<file path="src/design/halton_point_generator_assert.svh">
// Assertion macros for the Halton point generator
`ifndef HALTON_POINT_GENERATOR_ASSERT_SVH
`define HALTON_POINT_GENERATOR_ASSERT_SVH

// same-cycle implication
`define HPG_AST_IMP(label, ante, cons, msg) \
    label: assert property (@(posedge clk) disable iff (!rst_n) (ante) |-> (cons)) \
        else $error(msg);

// next-cycle implication
`define HPG_AST_NEXT(label, ante, cons, msg) \
    label: assert property (@(posedge clk) disable iff (!rst_n) (ante) |=> (cons)) \
        else $error(msg);

`endif

</file>
<file path="src/design/hpg_pkg.sv">
// Shared types, widths and constant tables of the Halton point generator
package hpg_pkg;

    localparam int DEF_MAX_DIMS   = 32;
    localparam int DEF_INDEX_BITS = 31;
    localparam int PRIME_COUNT    = 54;

    localparam int DIV_W  = 42;
    localparam int DVD_W  = 68;
    localparam int STEP_W = 7;
    localparam int MA_W   = 42;
    localparam int MB_W   = 32;
    localparam int MP_W   = MA_W + MB_W;
    localparam int COEF_W = 40;

    typedef logic signed [COEF_W-1:0] coef_t;

    typedef struct packed {
        logic              start;
        logic [STEP_W-1:0] steps;
    } div_req_t;

    typedef struct packed {
        logic busy;
        logic done;
    } div_rsp_t;

    localparam logic [7:0] PRIMES [PRIME_COUNT] = '{
        8'd2, 8'd3, 8'd5, 8'd7, 8'd11, 8'd13, 8'd17, 8'd19, 8'd23, 8'd29, 8'd31,
        8'd37, 8'd41, 8'd43, 8'd47, 8'd53, 8'd59, 8'd61, 8'd67, 8'd71, 8'd73,
        8'd79, 8'd83, 8'd89, 8'd97, 8'd101, 8'd103, 8'd107, 8'd109, 8'd113,
        8'd127, 8'd131, 8'd137, 8'd139, 8'd149, 8'd151, 8'd157, 8'd163, 8'd167,
        8'd173, 8'd179, 8'd181, 8'd191, 8'd193, 8'd197, 8'd199, 8'd211, 8'd223,
        8'd227, 8'd229, 8'd233, 8'd239, 8'd241, 8'd251
    };

    localparam coef_t POLY_P [5] = '{
        -40'sd86498610, -40'sd268435456, -40'sd91869911, -40'sd5482290, -40'sd12177
    };
    localparam coef_t POLY_Q [5] = '{
        40'sd26668650, 40'sd157996162, 40'sd142567000, 40'sd27793204, 40'sd1035106
    };

    localparam logic [27:0] Q28_HALF = 28'h8000000;
    localparam logic [27:0] EPS_Q    = 28'd268;
    localparam logic [27:0] U_HI     = 28'd268435188;
    localparam logic [28:0] Q28_ONE  = 29'h10000000;
    localparam logic [30:0] TWO_LN2  = 31'd1488522236;

endpackage

</file>
<file path="src/design/hpg_mul.sv">
// Shared unsigned multiplier with registered product
module hpg_mul (
    input  logic                     clk,
    input  logic [hpg_pkg::MA_W-1:0] a,
    input  logic [hpg_pkg::MB_W-1:0] b,
    output logic [hpg_pkg::MP_W-1:0] p
);
    import hpg_pkg::*;

    logic [MP_W-1:0] p_reg;

    always_ff @(posedge clk)
    begin
        p_reg <= MP_W'(a) * MP_W'(b);
    end

    assign p = p_reg;
endmodule

</file>
<file path="config.mk">
export PLATFORM = sky130hd
export DESIGN_NAME = hpg_mul
export DESIGN_NICKNAME = d
export VERILOG_FILES = /design/src/design/halton_point_generator_assert.svh /design/src/design/hpg_pkg.sv /design/src/design/hpg_mul.sv
export SDC_FILE = /design/constraint.sdc
export NUM_CORES = 2
export LEC_CHECK = 0
export BUFFER_PORTS_ARGS = -buffer_cell sky130_fd_sc_hd__clkbuf_2
export CAP_MARGIN = 20
export CORE_MARGIN = 2
export CORE_UTILIZATION = 50
export CTS_CLUSTER_SIZE = 12
export DETAILED_ROUTE_END_ITERATION = 12
export MAX_ROUTING_LAYER = met4
export PLACE_DENSITY = 0.69
export SLEW_MARGIN = 20
export SYNTH_ARGS = -nofsm -noshare
export SYNTH_HDL_FRONTEND = slang
export SYNTH_SLANG_ARGS = --single-unit
</file>
<file path="constraint.sdc">
create_clock -name clk -period 7 [get_ports clk]
set_input_delay 0.35 -clock clk [delete_from_list [all_inputs] [get_ports clk]]
set_output_delay 0.35 -clock clk [all_outputs]
set_load 0.005 [all_outputs]
</file>
==> PnR_summary.wiki <==
{| class="wikitable"
! Metric !! Value
|-
| Overall global routing resource usage || ~30%
|-
| Total of flip-flops plus latches after synthesis || 74
|-
| Post-synthesis to final-layout area growth || 21.0%
|-
| Final HPWL from detailed placement || ~110000 um
|-
| Mapped Nets || roughly 6.5k
|-
| Final cell count without fillers || 6668
|-
| YS warnings || 0
|-
| CTS tree || built
|-
| Initial standard-cell utilization of the core || 50.2%
|-
| Total number of vias || ~35k
|-
| Die Span Y || 301 um
|-
| Total standard cell area after synthesis || ~44000 um2
|-
| Delay of the slowest critical-path stage || around 0.60 ns
|-
| First DRT Iteration DRCs || around 2.4k
|-
| Startpoint-to-endpoint class of the critical path || in -> reg
|-
| Capturing element type of the critical path || flip-flop
|-
| Largest fanout on the critical path || 7
|-
| Average size of a mapped cell || 8.86 um2
|-
| Share of synthesized area occupied by flip-flops and latches || 3.35%
|-
| Violations in the final reports || setup timing
|-
| Routed Wire Length || between 100000 and 150000 um
|-
| Most common cell after layout, fill and taps aside || sky130_fd_sc_hd__inv_1
|-
| Wire length of the first global-routing pass || between 200000 and 250000 um
|-
| Dominant cell type by area after synthesis || sky130_fd_sc_hd__fa_1
|-
| Core area || slightly below 90000 um2
|-
| Transition at the pin with the smallest max-transition slack || 0.785 ns
|-
| Worst slack, placed || -0.961 ns
|-
| Standard cell with the maximum stage delay on the critical path || sky130_fd_sc_hd__fa_1
|-
| Number of synthesized flops with an enable pin || 0
|-
| Startpoint of the worst setup timing path || b[5]
|-
| Clock root buffer || sky130_fd_sc_hd__clkbuf_16
|-
| Net total in the final layout || 7035
|-
| Final Hold Viols || 0
|-
| Number of nets with antenna violations after routing || 0
|-
| Proportion of layout cells with a drive suffix above 1 || about a fifth
|-
| Crit path launch type || input port
|-
| Post-route DRC || 0
|-
| Number of instances on the worst hold path || 3
|-
| Primary FF master, synth || sky130_fd_sc_hd__dfxtp_1
|-
| WL/cell || ~19 um
|-
| Clock-pin transition on the worst setup and hold timing paths || 0.06 ns
|-
| Status || finished, violations left
|-
| Setup ws final || -0.246 ns
|-
| Total CTS buffers || 9
|-
| Data required time at the worst endpoint || 7.26 ns
|-
| Leftover overflow at the end of global routing || 0
|-
| IO Port Bufs || 148
|-
| Path category of the worst min-delay check || in -> reg
|-
| Flip-flop count of the largest register after layout || 74
|-
| Unrepaired setup endpoints after global routing || yes
|-
| GPL Wtd Cong || 0.943
|-
| Mean number of vias per cell || around 5.2
|-
| Largest net degree at the start of global routing || 27
|-
| Number of instances in the placed design || between 6k and 7k
|-
| Arrival time at the worst endpoint || approximately 7.5 ns
|-
| Total setup violations reported at the end of the flow || 18
|-
| Total I/O pin count || roughly 150
|-
| Number of unique standard cell types used by synthesis || 70
|-
| Die X-Extent || 301 um
|-
| Highest Clock Rate || between 100 and 150 MHz
|-
| Final critical-path share of the clock period || 104%
|-
| Standard-cell rows || 109
|-
| Finished Core Util || roughly three fifths
|-
| Max-Cap Viols || 0
|-
| Capturing instance or port of the critical path || p[73]$_DFF_P_
|-
| Largest cells by area after synthesis || sky130_fd_sc_hd__fa_1, sky130_fd_sc_hd__inv_1, sky130_fd_sc_hd__nand2_1
|-
| Die area || roughly 91000 um2
|-
| Clock tree sinks || 74
|-
| Mapped Cells || between 4k and 5k
|-
| First-pass iteration count of the detailed router || 6
|-
| Most used cells in the layout excluding fill and tap cells || sky130_fd_sc_hd__inv_1, sky130_fd_sc_hd__fa_1, sky130_fd_sc_hd__nand2_1
|-
| Fraction of synthesis flops using an asynchronous set or reset pin || 0%
|-
| Vias in the first global route || approximately 38k
|-
| Final slew viol count || 0
|-
| Initial antenna violation count || 6
|-
| # H-tree levels || 3
|-
| Max clock buf depth || 2
|-
| Normalized max-slew margin || between 40% and 50%
|-
| Most frequent cell on the critical path || sky130_fd_sc_hd__fa_1
|-
| Minimum period implied by the final worst setup slack || 7.25 ns
|-
| Area fraction of the dominant cell type after synthesis || roughly 54%
|}
==> cell usage after synthesis, drive strengths merged, types with 4 or more instances <==
cell    instances
and2          439
buf            11
nor2b           4
o31ai           9
o211ai          6
xnor2          43
o21bai         16
a21o           29
nor4            6
and3            8
dfxtp          74
fa           1196
nand3          20
xor2           28
ha            273
a21oi          93
clkbuf        280
nand4          20
a211oi         10
o21ai          50
a31oi           8
nor3           12
nand4b          4
nor3b           4
nand2         972
inv          1281
nor2           43
o21a            9
==> metrics by stage <==
| step | area (um2) | setup TNS [ns] | hold slack (ns) |
|---|---|---|---|
| final | 53400 | -2.58 | 0.589 |
| after global routing | 53400 | -8.07 | 0.564 |
| after CTS | 51800 | -1.88 | 0.570 |
| after detailed placement | 49800 | -29.83 | 0.720 |
| after global placement | 49800 | -26.78 | 0.721 |
| after floorplan | 44500 | -0.272 | 0.477 |
==> critical path: cells and delay by family <==
family | cells | cell delay (ns)
compound gates | 9 | 1.77
fa+ha+maj | 9 | 4.41
buf+inv | 7 | 0.72
simple gates | 2 | 0.23
==> layout make-up <==
class	instances	area [um2]
Clock buffer	9	225
Multi-Input combinational cell	3340	38000
Clock inverter	7	82.6
Sequential cell	74	1480
Antenna cell	7	17.5
Tap cell	1165	1460
Timing Repair Buffer	784	7340
Inverter	1282	4810
Fill cell	7207	34500
==> worst min path at each step <==
| stage | start | end | slack (ns) |
|---|---|---|---|
| final | b[0] | p[0]$_DFF_P_ | 0.59 |
| after global routing | b[0] | p[0]$_DFF_P_ | 0.56 |
| after CTS | b[0] | p[0]$_DFF_P_ | 0.57 |
| after detailed placement | p[27]$_DFF_P_ | p[27] | 0.72 |
| after global placement | p[72]$_DFF_P_ | p[72] | 0.72 |
| after floorplan | b[0] | p[0]$_DFF_P_ | 0.48 |
==> what timing repair did <==
item / CTS / global route
hold buffers: 0 / 0
setup endpoints to repair: 39 / 39
resized for setup: 256 / 247
pin swaps: 125 / 139
gates cloned: 6 / 16
setup buffers: 50 / 54
==> per-layer routing <==
layer  GRT usage [%]  share of wire, %  vias to the layer above
met5               -                 0                        -
met2            51.4                52                     1357
li1                -                 -                    15175
met1            34.6                37                    18100
met3            2.98               6.2                      353
met4            10.7               4.8                        0
==> logic make-up (layout without fill, tap and decap cells) <==
family	Yosys count	in the layout	synth area share, %
buf+inv	1573	2082	13.4
simple gates	1546	1546	16.2
compound gates	253	253	3.68
flops	74	74	3.35
other cells	0	7	0
fa+ha+maj	1469	1469	61.9
xor+xnor	71	71	1.41
mux	1	1	0.0227
Power is left out: the tool's default activity adds up to more than one toggle a clock period on the data nets, which glitch-free logic cannot reach.
