### src/design/halton_point_generator_assert.svh
// Assertion macros for the Halton point generator
`ifndef HALTON_POINT_GENERATOR_ASSERT_SVH
`define HALTON_POINT_GENERATOR_ASSERT_SVH

// same-cycle implication
`define HPG_AST_IMP(label, ante, cons, msg) \
    label: assert property (@(posedge clk) disable iff (!rst_n) (ante) |-> (cons)) \
        else $error(msg);

// next-cycle implication
`define HPG_AST_NEXT(label, ante, cons, msg) \
    label: assert property (@(posedge clk) disable iff (!rst_n) (ante) |=> (cons)) \
        else $error(msg);

`endif

### src/design/hpg_pkg.sv
// Shared types, widths and constant tables of the Halton point generator
package hpg_pkg;

    localparam int DEF_MAX_DIMS   = 32;
    localparam int DEF_INDEX_BITS = 31;
    localparam int PRIME_COUNT    = 54;

    localparam int DIV_W  = 42;
    localparam int DVD_W  = 68;
    localparam int STEP_W = 7;
    localparam int MA_W   = 42;
    localparam int MB_W   = 32;
    localparam int MP_W   = MA_W + MB_W;
    localparam int COEF_W = 40;

    typedef logic signed [COEF_W-1:0] coef_t;

    typedef struct packed {
        logic              start;
        logic [STEP_W-1:0] steps;
    } div_req_t;

    typedef struct packed {
        logic busy;
        logic done;
    } div_rsp_t;

    localparam logic [7:0] PRIMES [PRIME_COUNT] = '{
        8'd2, 8'd3, 8'd5, 8'd7, 8'd11, 8'd13, 8'd17, 8'd19, 8'd23, 8'd29, 8'd31,
        8'd37, 8'd41, 8'd43, 8'd47, 8'd53, 8'd59, 8'd61, 8'd67, 8'd71, 8'd73,
        8'd79, 8'd83, 8'd89, 8'd97, 8'd101, 8'd103, 8'd107, 8'd109, 8'd113,
        8'd127, 8'd131, 8'd137, 8'd139, 8'd149, 8'd151, 8'd157, 8'd163, 8'd167,
        8'd173, 8'd179, 8'd181, 8'd191, 8'd193, 8'd197, 8'd199, 8'd211, 8'd223,
        8'd227, 8'd229, 8'd233, 8'd239, 8'd241, 8'd251
    };

    localparam coef_t POLY_P [5] = '{
        -40'sd86498610, -40'sd268435456, -40'sd91869911, -40'sd5482290, -40'sd12177
    };
    localparam coef_t POLY_Q [5] = '{
        40'sd26668650, 40'sd157996162, 40'sd142567000, 40'sd27793204, 40'sd1035106
    };

    localparam logic [27:0] Q28_HALF = 28'h8000000;
    localparam logic [27:0] EPS_Q    = 28'd268;
    localparam logic [27:0] U_HI     = 28'd268435188;
    localparam logic [28:0] Q28_ONE  = 29'h10000000;
    localparam logic [30:0] TWO_LN2  = 31'd1488522236;

endpackage

### src/design/hpg_div.sv
// Shared restoring divider, one quotient bit per cycle
module hpg_div (
    input  logic                     clk,
    input  logic                     rst_n,
    input  hpg_pkg::div_req_t        req,
    input  logic [hpg_pkg::DIV_W-1:0] rem_init,
    input  logic [hpg_pkg::DIV_W-1:0] divisor,
    input  logic [hpg_pkg::DVD_W-1:0] dvd_init,
    output hpg_pkg::div_rsp_t        rsp,
    output logic [hpg_pkg::DVD_W-1:0] quot,
    output logic [hpg_pkg::DIV_W-1:0] rem
);
    import hpg_pkg::*;

    logic [DIV_W-1:0]  rem_reg;
    logic [DVD_W-1:0]  dvd_reg;
    logic [DIV_W-1:0]  d_reg;
    logic [STEP_W-1:0] cnt_reg;
    logic              busy_reg;
    logic              done_reg;
    logic [DIV_W-1:0]  rem_sh;
    logic              ge;

    assign rem_sh = {rem_reg[DIV_W-2:0], dvd_reg[DVD_W-1]};
    assign ge     = rem_sh >= d_reg;

    always_ff @(posedge clk or negedge rst_n)
    begin
        if (!rst_n)
        begin
            busy_reg <= 1'b0;
            done_reg <= 1'b0;
            cnt_reg  <= '0;
        end
        else if (req.start)
        begin
            busy_reg <= 1'b1;
            done_reg <= 1'b0;
            cnt_reg  <= req.steps;
        end
        else if (busy_reg)
        begin
            cnt_reg <= cnt_reg - STEP_W'(1);
            if (cnt_reg == STEP_W'(1))
            begin
                busy_reg <= 1'b0;
                done_reg <= 1'b1;
            end
        end
        else
        begin
            done_reg <= 1'b0;
        end
    end

    always_ff @(posedge clk)
    begin
        if (req.start)
        begin
            rem_reg <= rem_init;
            dvd_reg <= dvd_init;
            d_reg   <= divisor;
        end
        else if (busy_reg)
        begin
            rem_reg <= ge ? rem_sh - d_reg : rem_sh;
            dvd_reg <= {dvd_reg[DVD_W-2:0], ge};
        end
    end

    assign rsp.busy = busy_reg;
    assign rsp.done = done_reg;
    assign quot     = dvd_reg;
    assign rem      = rem_reg;
endmodule

### config.mk
export PLATFORM = sky130hd
export DESIGN_NAME = hpg_div
export DESIGN_NICKNAME = d
export VERILOG_FILES = /design/src/design/halton_point_generator_assert.svh /design/src/design/hpg_pkg.sv /design/src/design/hpg_div.sv
export SDC_FILE = /design/constraint.sdc
export NUM_CORES = 1
export LEC_CHECK = 0
export BUFFER_PORTS_ARGS = -buffer_cell sky130_fd_sc_hd__clkbuf_2
export CORE_ASPECT_RATIO = 1.1
export CORE_MARGIN = 1
export CORE_UTILIZATION = 57
export CTS_CLUSTER_DIAMETER = 150
export DETAILED_ROUTE_END_ITERATION = 8
export GPL_TIMING_DRIVEN = 1
export HOLD_SLACK_MARGIN = 0.1
export PLACE_DENSITY = 0.87
export REMOVE_ABC_BUFFERS = 1
export SLEW_MARGIN = 20
export SYNTH_ARGS = -nofsm -noshare
export SYNTH_HDL_FRONTEND = slang
export SYNTH_SLANG_ARGS = --single-unit
### constraint.sdc
create_clock -name clk -period 4.9 [get_ports clk]
set_input_delay 0.735 -clock clk [delete_from_list [all_inputs] [get_ports clk]]
set_output_delay 0.735 -clock clk [all_outputs]
set_load 0.05 [all_outputs]
==> impl_metrics.toml <==
[status]
status = "complete, no violations"

[clock_tree]
cts-buffers-inserted = 17
insertion_delay_ps = 430
postCtsHoldBufs = 0
htree_num_levels = 4
root_buffer = "clkbuf_16"
clk_pin_slew_ps = 70
ctsResizeCount = 0
cts_setup_buffers = 0
cts_tree = "yes"
clock_path_buffers = 2
clock-sinks = 161

[floorplanning]
core_area_mm2 = 0.0159
initial_utilization_pct = 58.9
ios = 274
die_h_um = 136
rows = 48
die_x_um = 124
dieArea_mm2 = 0.0169

[yosys]
async_reset_ff_share_pct = 5.59
synth_enable_flop_cells = 152
synth_cells = 811
yosysWarnings = 0
post_synth_instance_area_mm2 = 0.00934
synthDominantCellAreaShare_pct = 48.9
synth.largest_area_cell = "edfxtp_1"
synth.distinct_cells = 65
synth-main-ff-cell = "edfxtp_1"
synth-seq-area-share_pct = 51.3
synth_seq_cells = 161
syn_area_per_cell_um2 = 11.5
synth_area_leaders = "edfxtp_1 49%, mux2_2 8.4%, ha_1 5.9%"

[power_and_ir_drop]
peakVddDrop_mv = 0.287
netSwitchingPower_uw = 3280
comb_power_share_pct = 51.2
powerDensity_mw_per_mm2 = 622
internal_power_uw = 3810
clkPwrFrac_pct = 19.1
swShare_pct = 46.3
pwr-share-seq_pct = 29.7
total_power_uw = 7090
p_leak_uw = 0.00515

[sta]
min_period_ps = 3800
finalSetupViolations = 0
fin_skew_ps = 10.6
finalSetupTns_ps = 0
final_max_slew_viol_count = 0
grt_setup_unrepaired = "no"
worstMarginPinSlew_ps = 774
min_period_over_period_pct = 77.5
timing.fmax_mhz = 263
hold_viol_final = 0
relSlewSlack_pct = 48.4

[cells_and_area]
area_growth_pct = 21.9
layout_common_cells = "272 x clkbuf_2, 152 x edfxtp_1, 78 x nand2_1"
final.fill_count = 1161
num-nets-final = 1267
layout-drive-gt1-share_pct = 36.2
final_util_pct = 71.8
n_antenna_cell = 0
largest_reg_flops = 68
seq_area_mm2 = 0.00479
multi_input_area_mm2 = 0.00412
layout_commonest_cell = "clkbuf_2"

[placed_design]
port_buffers = 273
dp_hpwl_um = 17700
gp_congestion = 0.917

[global_route]
grt_max_degree = 110
grt_pass1_vias = 7404
track_usage_pct = 28.7
grt_pass1_wl_um = 36600
grt_antenna_before_repair = 0
grt_remaining_overflow = 0

[worst_setup_path]
critPathLaunchType = "flop"
endpoint_kind = "flop"
cp_common_cell = "o21ai_1"
crit_path_start = "rem[12]"
setup.worst_path.class = "flop to flop"
r2r_end = "rem[38]"
cp_max_fo = 49
crit_chain = "ha_1, a21oi_1, o21ai_1, a211oi_1, a311o_1, a31oi_4, o21ai_1, nor3b_4, buf_4, nor3_1, a221o_1"
r2r_setup_slack_ps = 1100
max_stage_delay_ps = 510
crit_arrival_ps = 3970
rr_startpoint = "rem[12]"
ff2ff_path_depth = 11
required_ps = 5080
cp_slowest_cell = "buf_4"
crit_end = "rem[38]"

[detailed_routing]
wl_um = 24000
drt-wirelength-per-cell_um = 18.9
drc = 0
viasPerCell = 5.79
drt_iter0_drc = 529
firstDrtPassIters = 5
vias = 7370
ant_nets = 0

[min_path]
hp-class = "input pin to async pin"

[job]
maxCapViolCount = 0
[routing by layer]
metal / share of wire [%] / track usage [%] / vias to the layer above / wire length (µm)
met2: 52 / 51.9 / 286 / 12500
met5: 0 / 0 / - / 0
li1: - / - / 3532 / -
met3: 7.3 / 7.89 / 43 / 1750
met4: 2.4 / 10.2 / 0 / 570
met1: 38 / 32.1 / 3509 / 9200
[synthesized netlist by cell type (all sizes together) (2+ instances only)]
master and instances:
o21bai 2, a41oi 2, a21oi 44, nor3b 3
a211oi 6, nand4 11, nor3 13, mux2i 8
a221oi 2, dfrtp 9, ha 44, edfxtp 152
o21ai 37, a31o 2, o31ai 3, xnor2 21
inv 53, a22o 2, a221o 8, o21a 2
and3b 4, o311ai 23, nand3b 23, nand2b 10
a21o 27, xor2 22, nor4 2, nand3 6
buf 19, and4 2, nor2b 10, nand2 79
o211a 2, mux2 71, o211ai 6, nor2 27
a31oi 6, a2111oi 2, and3 2, clkbuf 29
[per-stage QoR]
| step | hold WS [ps] | setup WS (ps) | instances | instance area, µm² |
|---|---|---|---|---|
| finish | 144 | 1100 | 1273 | 11400 |
| global route | 143 | 817 | 1273 | 11400 |
| CTS | 140 | 1100 | 1273 | 11400 |
| detailed placement | 515 | 1140 | 1241 | 10800 |
| global placement | 497 | 1250 | 1241 | 10800 |
| floorplan | 439 | 278 | 763 | 9110 |
[worst max-delay path, delay by kind of cell (launching register included)]
family	cells	cell delay (ps)
AND/OR/NAND/NOR	2	520
flip-flops	1	430
adder cells (fa/ha/maj)	1	390
AO/OA/AOI/OAI	7	1660
buffers and inverters	1	510
[logic make-up after synthesis]
group,synth area share (%)
buffers and inverters,4.57
XOR/XNOR,4.03
flip-flops,51.3
AO/OA/AOI/OAI,13.6
multiplexers,9.46
AND/OR/NAND/NOR,10.9
adder cells (fa/ha/maj),6.11
[worst min path at each step]
stage,end,slack (ps),depth (start not counted),start
global placement,done_reg,500,2,done_reg
floorplan,busy_reg,440,0,rst_n
global route,cnt_reg[6],140,1,rst_n
detailed placement,done_reg,510,2,done_reg
CTS,cnt_reg[6],140,1,rst_n
finish,cnt_reg[6],140,1,rst_n
[power by group through the flow]
stage / clock network, µW / logic [µW] / registers, µW
final: 1360 / 3630 / 2100
after global routing: 1420 / 3900 / 2140
after CTS: 1370 / 3600 / 2100
after detailed placement: 0 / 3560 / 2120
after global placement: 0 / 3500 / 2110
after floorplan: 0 / 1880 / 2940
[area by class of cell]
cell class	count	area share (%)
flip-flops and latches	161	42.1
repair buffers	278	12.5
clock buffers	17	3.74
inverters	53	1.75
well taps	200	2.20
clock inverters	15	1.51
multi-input cells	549	36.2
No activity file was read; power rests on OpenSTA's default activity.
